### src/hw/rtl/hpe_pkg.sv
`timescale 1ns / 1ps
// ----------------------------------------------------------------------------
// hpe_pkg: shared types and constants of the Horner polynomial evaluator
// Request and response payloads, action codes and the control/status
// structs that join the controller to the datapath.
// ----------------------------------------------------------------------------
package hpe_pkg;

	// Word format: signed Q16.16 by default, fraction width is a top parameter
	localparam int WORD_W  = 32;
	localparam int ORDER_W = 4;
	localparam int INDEX_W = 4;

	// Request actions
	localparam logic ACT_LOAD = 1'b0;
	localparam logic ACT_EVAL = 1'b1;

	typedef struct packed {
		logic                      action;
		logic [INDEX_W-1:0]        coef_index;
		logic signed [WORD_W-1:0]  coef_value;
		logic signed [WORD_W-1:0]  x_value;
	} req_t;

	typedef struct packed {
		logic signed [WORD_W-1:0]  y_value;
		logic                      saturated;
	} rsp_t;

	// Controller to datapath commands
	typedef struct packed {
		logic wr_en;     // write request coefficient into the table
		logic start;     // capture x, clear saturation flag
		logic load_v;    // running value takes the top coefficient
		logic mul;       // form x * running value, capture coefficient
		logic add;       // add coefficient, saturate into running value
		logic out_load;  // move the result into the response register
	} cmd_t;

	// Datapath to controller status
	typedef struct packed {
		logic out_busy;  // response register full and not taken this cycle
	} sts_t;

endpackage

### src/hw/rtl/horner_poly_eval_top.sv
`timescale 1ns / 1ps
// ----------------------------------------------------------------------------
// horner_poly_eval_top: Horner polynomial evaluator, signed fixed point
// Load requests fill a coefficient table; evaluate requests return
// y = c[0] + c[1]*x + ... + c[n]*x^n with per-step truncation and saturation.
// ----------------------------------------------------------------------------
// A load request returns nothing. Evaluate requests are taken one at a time:
// the accepting state reads the top coefficient, a load state takes it as the
// running value, then each Horner step has a multiply state (a registered
// 32x32 multiply) and an add state (truncate, add and saturate), then a final
// state hands the result to the response register; that last state repeats
// while the previous result still waits there. The shared multiplier and the
// single table read port serve every step. The request side, for loads and
// evaluations alike, is taken again as soon as the result sits in the response
// register, even if it has not yet been taken.
// The degree register is clamped to DEGREE_MAX; coefficient writes to an index
// above DEGREE_MAX are dropped. Every coefficient up to the degree must be
// written before an evaluation reads it.
module horner_poly_eval_top #(
	parameter int DEGREE_MAX = 15,
	parameter int FRAC_BITS  = 16
) (
	input  logic                        clk,
	input  logic                        arst_n,
	input  logic                        req_valid,
	output logic                        req_ready,
	input  hpe_pkg::req_t               req_data,
	output logic                        rsp_valid,
	input  logic                        rsp_ready,
	output hpe_pkg::rsp_t               rsp_data,
	input  logic                        cfg_we,
	input  logic [hpe_pkg::ORDER_W-1:0] cfg_data
);
	import hpe_pkg::*;

	localparam int AW = $clog2(DEGREE_MAX + 1);

	cmd_t          cmd;
	sts_t          sts;
	logic [AW-1:0] rd_addr;

	hpe_ctrl #(
		.DEGREE_MAX (DEGREE_MAX)
	) u_ctrl (
		.clk       (clk),
		.arst_n    (arst_n),
		.req_valid (req_valid),
		.req_ready (req_ready),
		.req_data  (req_data),
		.cfg_we    (cfg_we),
		.cfg_data  (cfg_data),
		.sts       (sts),
		.cmd       (cmd),
		.rd_addr   (rd_addr)
	);

	hpe_dpath #(
		.DEGREE_MAX (DEGREE_MAX),
		.FRAC_BITS  (FRAC_BITS)
	) u_dpath (
		.clk       (clk),
		.arst_n    (arst_n),
		.req_data  (req_data),
		.cmd       (cmd),
		.rd_addr   (rd_addr),
		.sts       (sts),
		.rsp_valid (rsp_valid),
		.rsp_ready (rsp_ready),
		.rsp_data  (rsp_data)
	);

endmodule

### src/hw/rtl/hpe_ram.sv
`timescale 1ns / 1ps
// ----------------------------------------------------------------------------
// hpe_ram: generic single-write, single-read RAM
// One write port, one read port with registered read data.
// ----------------------------------------------------------------------------
module hpe_ram #(
	parameter int WIDTH = 32,
	parameter int DEPTH = 16
) (
	input  logic                     clk,
	input  logic                     we,
	input  logic [$clog2(DEPTH)-1:0] waddr,
	input  logic [WIDTH-1:0]         wdata,
	input  logic [$clog2(DEPTH)-1:0] raddr,
	output logic [WIDTH-1:0]         rdata
);

	logic [WIDTH-1:0] mem_q [DEPTH];

	// Write, then register the read word
	always_ff @(posedge clk) begin
		if (we) begin
			mem_q[waddr] <= wdata;
		end
		rdata <= mem_q[raddr];
	end

endmodule

### src/hw/rtl/hpe_dpath.sv
`timescale 1ns / 1ps
// ----------------------------------------------------------------------------
// hpe_dpath: Horner datapath
// Coefficient table, x and running value registers, the registered
// multiplier, the truncate/add/saturate step and the response register.
// ----------------------------------------------------------------------------
module hpe_dpath #(
	parameter int DEGREE_MAX = 15,
	parameter int FRAC_BITS  = 16
) (
	input  logic                            clk,
	input  logic                            arst_n,
	input  hpe_pkg::req_t                   req_data,
	input  hpe_pkg::cmd_t                   cmd,
	input  logic [$clog2(DEGREE_MAX+1)-1:0] rd_addr,
	output hpe_pkg::sts_t                   sts,
	output logic                            rsp_valid,
	input  logic                            rsp_ready,
	output hpe_pkg::rsp_t                   rsp_data
);
	import hpe_pkg::*;

	localparam int DEPTH  = DEGREE_MAX + 1;
	localparam int AW     = $clog2(DEPTH);
	localparam int CW     = (AW > INDEX_W) ? AW : INDEX_W;
	localparam int PROD_W = 2 * WORD_W;
	localparam int SUM_W  = PROD_W + 2;
	localparam int TOP_W  = SUM_W - WORD_W + 1;

	logic [WORD_W-1:0]        coef_rd;
	logic [CW-1:0]            widx;
	logic signed [WORD_W-1:0] x_q;
	logic signed [WORD_W-1:0] v_q;
	logic signed [WORD_W-1:0] coef_q;
	logic                     sat_q;
	logic signed [PROD_W-1:0] prod_s1;
	logic signed [PROD_W-1:0] prod_tr;
	logic [SUM_W-1:0]         sum;
	logic [TOP_W-1:0]         sum_top;
	logic                     fits;
	logic [WORD_W-1:0]        step_val;
	logic                     rsp_valid_q;
	rsp_t                     rsp_q;

	// Coefficient table; controller has already range-checked the index
	assign widx = CW'(req_data.coef_index);

	hpe_ram #(
		.WIDTH (WORD_W),
		.DEPTH (DEPTH)
	) u_coef_ram (
		.clk   (clk),
		.we    (cmd.wr_en),
		.waddr (widx[AW-1:0]),
		.wdata (req_data.coef_value),
		.raddr (rd_addr),
		.rdata (coef_rd)
	);

	// Truncate toward minus infinity, add coefficient exactly, saturate
	always_comb begin
		prod_tr  = prod_s1 >>> FRAC_BITS;
		sum      = {{2{prod_tr[PROD_W-1]}}, prod_tr}
		         + {{(SUM_W-WORD_W){coef_q[WORD_W-1]}}, coef_q};
		sum_top  = sum[SUM_W-1:WORD_W-1];
		fits     = (&sum_top) | ~(|sum_top);
		if (fits) begin
			step_val = sum[WORD_W-1:0];
		end else if (sum[SUM_W-1]) begin
			step_val = {1'b1, {(WORD_W-1){1'b0}}};
		end else begin
			step_val = {1'b0, {(WORD_W-1){1'b1}}};
		end
	end

	// Working registers
	always_ff @(posedge clk) begin
		if (cmd.start) begin
			x_q <= req_data.x_value;
		end
		if (cmd.mul) begin
			prod_s1 <= x_q * v_q;
			coef_q  <= coef_rd;
		end
		if (cmd.load_v) begin
			v_q <= coef_rd;
		end else if (cmd.add) begin
			v_q <= step_val;
		end
	end

	// Sticky saturation flag for the current evaluation
	always_ff @(posedge clk or negedge arst_n) begin
		if (!arst_n) begin
			sat_q <= 1'b0;
		end else if (cmd.start) begin
			sat_q <= 1'b0;
		end else if (cmd.add && !fits) begin
			sat_q <= 1'b1;
		end
	end

	// Response register: hold until taken
	always_ff @(posedge clk or negedge arst_n) begin
		if (!arst_n) begin
			rsp_valid_q <= 1'b0;
		end else if (cmd.out_load) begin
			rsp_valid_q <= 1'b1;
		end else if (rsp_ready) begin
			rsp_valid_q <= 1'b0;
		end
	end

	always_ff @(posedge clk) begin
		if (cmd.out_load) begin
			rsp_q.y_value   <= v_q;
			rsp_q.saturated <= sat_q;
		end
	end

	assign rsp_valid    = rsp_valid_q;
	assign rsp_data     = rsp_q;
	assign sts.out_busy = rsp_valid_q && !rsp_ready;

endmodule

### src/hw/rtl/hpe_ctrl.sv
`timescale 1ns / 1ps
// ----------------------------------------------------------------------------
// hpe_ctrl: Horner controller
// Holds the order register, accepts requests, counts the coefficient index
// down and sequences the datapath through load, multiply and add steps.
// ----------------------------------------------------------------------------
module hpe_ctrl #(
	parameter int DEGREE_MAX = 15
) (
	input  logic                            clk,
	input  logic                            arst_n,
	input  logic                            req_valid,
	output logic                            req_ready,
	input  hpe_pkg::req_t                   req_data,
	input  logic                            cfg_we,
	input  logic [hpe_pkg::ORDER_W-1:0]     cfg_data,
	input  hpe_pkg::sts_t                   sts,
	output hpe_pkg::cmd_t                   cmd,
	output logic [$clog2(DEGREE_MAX+1)-1:0] rd_addr
);
	import hpe_pkg::*;

	localparam int AW  = $clog2(DEGREE_MAX + 1);
	localparam int CW0 = (AW > ORDER_W) ? AW : ORDER_W;
	localparam int CW  = (CW0 > INDEX_W) ? CW0 : INDEX_W;

	localparam logic [2:0] S_IDLE = 3'd0;
	localparam logic [2:0] S_LOAD = 3'd1;
	localparam logic [2:0] S_MUL  = 3'd2;
	localparam logic [2:0] S_ADD  = 3'd3;
	localparam logic [2:0] S_FIN  = 3'd4;

	logic [2:0]         state_q;
	logic [2:0]         state_d;
	logic [ORDER_W-1:0] order_q;
	logic [AW-1:0]      k_q;
	logic [AW-1:0]      k_d;
	logic [CW-1:0]      max_ext;
	logic [CW-1:0]      order_ext;
	logic [CW-1:0]      order_clamp;
	logic [CW-1:0]      idx_ext;
	logic               accept;
	logic               eval_go;

	// Clamp the degree to the table size
	always_comb begin
		max_ext     = CW'(DEGREE_MAX);
		order_ext   = CW'(order_q);
		idx_ext     = CW'(req_data.coef_index);
		order_clamp = (order_ext > max_ext) ? max_ext : order_ext;
	end

	assign req_ready = (state_q == S_IDLE);
	assign accept    = req_valid && req_ready;
	assign eval_go   = accept && (req_data.action == ACT_EVAL);

	// Next state, commands and read address
	always_comb begin
		state_d      = state_q;
		k_d          = k_q;
		rd_addr      = k_q;
		cmd          = '0;
		cmd.wr_en    = accept && (req_data.action == ACT_LOAD) && (idx_ext <= max_ext);
		case (state_q)
			S_IDLE: begin
				rd_addr = order_clamp[AW-1:0];
				if (eval_go) begin
					cmd.start = 1'b1;
					k_d       = order_clamp[AW-1:0];
					state_d   = S_LOAD;
				end
			end
			S_LOAD: begin
				cmd.load_v = 1'b1;
				rd_addr    = k_q - 1'b1;
				if (k_q == '0) begin
					state_d = S_FIN;
				end else begin
					k_d     = k_q - 1'b1;
					state_d = S_MUL;
				end
			end
			S_MUL: begin
				cmd.mul = 1'b1;
				state_d = S_ADD;
			end
			S_ADD: begin
				cmd.add = 1'b1;
				rd_addr = k_q - 1'b1;
				if (k_q == '0) begin
					state_d = S_FIN;
				end else begin
					k_d     = k_q - 1'b1;
					state_d = S_MUL;
				end
			end
			S_FIN: begin
				if (!sts.out_busy) begin
					cmd.out_load = 1'b1;
					state_d      = S_IDLE;
				end
			end
			default: begin
				state_d = S_IDLE;
			end
		endcase
	end

	// Advance state and index
	always_ff @(posedge clk or negedge arst_n) begin
		if (!arst_n) begin
			state_q <= S_IDLE;
			k_q     <= '0;
		end else begin
			state_q <= state_d;
			k_q     <= k_d;
		end
	end

	// Order register
	always_ff @(posedge clk or negedge arst_n) begin
		if (!arst_n) begin
			order_q <= '0;
		end else if (cfg_we) begin
			order_q <= cfg_data;
		end
	end

`ifndef SYNTHESIS
	a_out_load_free: assert property (@(posedge clk) disable iff (!arst_n)
		cmd.out_load |-> !sts.out_busy)
		else $error("response register overwritten while full");

	a_k_in_range: assert property (@(posedge clk) disable iff (!arst_n)
		(state_q != S_IDLE) |-> (CW'(k_q) <= max_ext))
		else $error("coefficient index beyond table");

	a_eval_starts: assert property (@(posedge clk) disable iff (!arst_n)
		eval_go |=> (state_q == S_LOAD))
		else $error("evaluate request did not start the sequence");

	a_mul_then_add: assert property (@(posedge clk) disable iff (!arst_n)
		(state_q == S_MUL) |=> (state_q == S_ADD))
		else $error("multiply step not followed by add step");

	a_no_write_busy: assert property (@(posedge clk) disable iff (!arst_n)
		(state_q != S_IDLE) |-> !cmd.wr_en)
		else $error("table write during evaluation");
`endif

endmodule

### config.mk
export PLATFORM = sky130hd
export DESIGN_NAME = horner_poly_eval_top
export DESIGN_NICKNAME = d
export VERILOG_FILES = /design/src/hw/rtl/hpe_pkg.sv /design/src/hw/rtl/horner_poly_eval_top.sv /design/src/hw/rtl/hpe_ram.sv /design/src/hw/rtl/hpe_dpath.sv /design/src/hw/rtl/hpe_ctrl.sv
export SDC_FILE = /design/constraint.sdc
export NUM_CORES = 2
export LEC_CHECK = 0
export BUFFER_PORTS_ARGS = -buffer_cell sky130_fd_sc_hd__buf_2
export CAP_MARGIN = 15
export CORE_MARGIN = 1
export CORE_UTILIZATION = 55
export DETAILED_ROUTE_END_ITERATION = 10
export PLACE_DENSITY_LB_ADDON = 0.12
export RECOVER_POWER = 50
export SLEW_MARGIN = 10
export SYNTH_ARGS = -nofsm -noshare
export SYNTH_HDL_FRONTEND = slang
export SYNTH_SLANG_ARGS = --single-unit
### constraint.sdc
create_clock -name clk -period 8.65 [get_ports clk]
set_input_delay 0.865 -clock clk [delete_from_list [all_inputs] [get_ports clk]]
set_output_delay 0.865 -clock clk [all_outputs]
set_load 0.01 [all_outputs]
==> key figures <==
Status
  • Outcome: finished, violations left
  • Violations in the final reports: capacitance limit, slew limit

Synthesis
  • Synth cell count leaders: fa_1 (1082), inv_1 (975), nand2_1 (826), edfxtp_1 (689), and2_1 (634)
  • Ys async rst share: 1.771%
  • Seq/Total Area, Yosys: 32.83%
  • Number of flops mapped to enable cells by yosys: 689
  • Synth area leader: fa_1
  • Synth Area in XOR/XNOR: 1.299%
  • Yosys warns: 0
  • Most frequent cell after synthesis: fa_1
  • Post-synthesis simple-gate area fraction: 13.14%
  • Synth area leaders: fa_1 (33%), edfxtp_1 (31%), and2_1 (6.0%)
  • Number of synthesized register bits: 734
  • Unique cell type count in the Yosys netlist: 91
  • Synth Area in Compound Gates: 7.721%
  • Post-synthesis mux area share: 0.1460%
  • Prevailing post-synth register cell: edfxtp_1
  • Main combinational cell family by area after synthesis: adder cells
  • Post-Syn Area: 65970 µm²
  • Synth Net Count: 7343
  • Synthesized-area fraction occupied by adder cells: 37.20%
  • Cells after synthesis: 5953
  • Synth top area share: 32.84%
  • Avg Inst Size Synth: 11.08 µm²

GRT
  • Number of global-route vias before repair: 44490
  • Gr usage total: 28.21%
  • Remaining global-route overflow: 0
  • First-pass GRT wire length: 261300 µm
  • Initial antenna violation count: 8
  • Largest net degree at the start of global routing: 180

Setup path
  • Slowest CP cell: fa_1
  • Crit path DAT: 8.74 ns
  • Endpoint class of the critical path: register
  • Worst R2R Setup Slack: 0.31 ns
  • Critical path depth: 26
  • Crit-path max cell delay: 0.61 ns
  • Most frequent CP cell: fa_1
  • Worst Path Required: 9.05 ns
  • Worst-case reg-to-reg path depth: 26
  • Critical path buffer and inverter count: 7
  • Setup Crit Path Kind: reg -> reg
  • Crit-path leading delay family: adder cells
  • R2r endpoint: u_dpath.prod_s1[63]
  • Crit path launch: u_dpath.x_q[15]
  • Max FO, Critical Path: 14
  • FF-to-FF Start: u_dpath.x_q[15]
  • Crit path to: u_dpath.prod_s1[63]
  • Worst Setup Start Kind: register

Floorplanning
  • Die Width: 348.3 µm
  • IO Count: 113
  • Starting Density: 55.64%
  • Vert. Die Dim: 348.3 µm
  • Core Area: 118600 µm²
  • Row count: 126
  • Die area: 121300 µm²

Place
  • DPL Wire Length: 118600 µm
  • Area after DPL: 68760 µm²
  • Gp weighted congestion: 0.9175
  • Port Buf Inserts: 112

STA
  • Slew Limit Fails: 126
  • Clk_skew: 0.07817 ns
  • Fin crit period: 8.340 ns
  • Final period utilization: 96.42%
  • Normalized max-slew margin: -128.8%
  • Peak Freq: 119.9 MHz
  • Slew @ Worst Pin: 3.432 ns
  • RSZ-0062 raised after global routing: yes
  • Final Hold Fails: 0
  • Setup Viol. Count Final: 0

Final layout
  • Final Instance Area: 71580 µm²
  • Area growth, synth to finish: 8.516%
  • Layout cell share with drive strength beyond 1: 6.356%
  • NumNets Final: 7377

Clock tree
  • Worst skew pair latency: 0.73 ns
  • H-tree depth: 3
  • Clk buf depth: 3
  • CTS Buf Count: 82
  • Clock tree root driver cell: clkbuf_16
  • Clk slew on worst S/H paths: 0.06 ns
  • CTS tree: yes
  • CTS sink cnt: 734

Routing
  • DRT Wirelength: 163100 µm
  • Drt first pass iters: 7
  • Detailed Route Iter0 Violations: 2929
  • Wirelength per Cell: 21.30 µm
  • Final ANT Viol Nets: 0
  • Vias/cell: 5.569
  • Via count: 42650
  • Post-route DRC: 0

Hold path
  • Worst Hold Class: in -> async

Job
  • Max-Cap Viols: 3
## cell families (layout without fill, tap and decap cells)
group	Yosys count	in the layout
simple gates	1765	1765
buf+inv	1313	1417
fa+ha+maj	1312	1312
flops	734	734
compound gates	723	723
xor+xnor	97	97
mux	9	9
other cells	0	2
## flip-flops by register name, summed over array words and instances (netlist names)
register,flops
u_dpath.sat_q,1
u_dpath.u_coef_ram.mem_q,512
u_ctrl.state_q,3
u_dpath.u_coef_ram.rdata,32
u_dpath.rsp_valid,1
u_dpath.rsp_data,33
u_dpath.x_q,32
u_dpath.coef_q,32
u_dpath.prod_s1,48
u_ctrl.order_ext,4
u_ctrl.k_q,4
u_dpath.v_q,32
## cells in the final DEF (no fill, tap or decap), types with 21 or more instances in the layout
master        n
fa_1       1081
inv_1       974
nand2_1     826
edfxtp_1    689
and2_1      634
ha_1        230
a211oi_1    172
a21oi_1     154
buf_4       147
nor2_1      105
clkbuf_1    102
clkbuf_16    82
a31oi_1      74
a311oi_1     66
xnor2_1      63
o21ai_0      55
a21o_1       47
nor2b_1      41
xor2_1       33
buf_2        33
dfxtp_1      32
a221o_1      30
nor3_1       26
nand2b_1     21
nand4_1      21
nand3_1      21
## worst register-to-register path: cells and delay by family (launching register included)
| kind | cells | cell delay (ns) |
|---|---|---|
| AO/OA/AOI/OAI | 6 | 1.61 |
| XOR/XNOR | 1 | 0.13 |
| adder cells (fa/ha/maj) | 9 | 4.54 |
| buffers and inverters | 7 | 0.77 |
| flip-flops | 1 | 0.53 |
| AND/OR/NAND/NOR | 3 | 0.48 |
## how the worst min path moves through the flow
stage / end / depth (start not counted)
after floorplan: u_dpath.coef_q[0] / 0
after global placement: u_dpath.coef_q[8] / 0
after detailed placement: u_dpath.coef_q[8] / 0
after CTS: u_ctrl.order_ext[1] / 1
after global routing: u_ctrl.order_ext[1] / 1
final: u_ctrl.k_q[1] / 1
## routing by layer
metal	routed length (µm)	GRT usage (%)
met3	11010	4.621
met1	71620	40.62
met5	66	0
met2	76710	45.02
met4	3721	6.806
## metrics by stage
stage | hold slack, ns | TNS [ns] | cells | worst slack, ns | utilization, %
2_1_floorplan | 0.4006 | 0 | 5953 | 1.083 | -
3_3_place_gp | 0.4079 | -0.01671 | 7486 | -0.009608 | 58.00
3_5_place_dp | 0.4170 | -0.02444 | 7486 | -0.02149 | 58.00
4_1_cts | 0.007358 | 0 | 7643 | 0.08963 | 60.38
5_1_grt | 0.2319 | -0.006939 | 7657 | -0.006939 | 60.38
6_report | 0.2021 | 0 | 7659 | 0.3096 | 60.38
## cell type report
cell class | instances | area (µm²)
Fill cell | 9800 | 46970
Multi-Input combinational cell | 3906 | 39470
Sequential cell | 734 | 21660
Inverter | 976 | 3667
Clock buffer | 101 | 2173
Tap cell | 1600 | 2002
Timing Repair Buffer | 287 | 1979
Clock inverter | 53 | 628.1
Antenna cell | 2 | 5.005
## repair_timing
| item | in CTS | in global routing |
|---|---|---|
| endpoints found under the setup margin | 6 | 10 |
| hold buffers | 0 | 0 |
| gates resized for setup | 1 | 5 |
| buffers inserted | 3 | 14 |
Power is not shown: default switching activity piles up to over one toggle a cycle in this logic, so the estimate is an artifact.
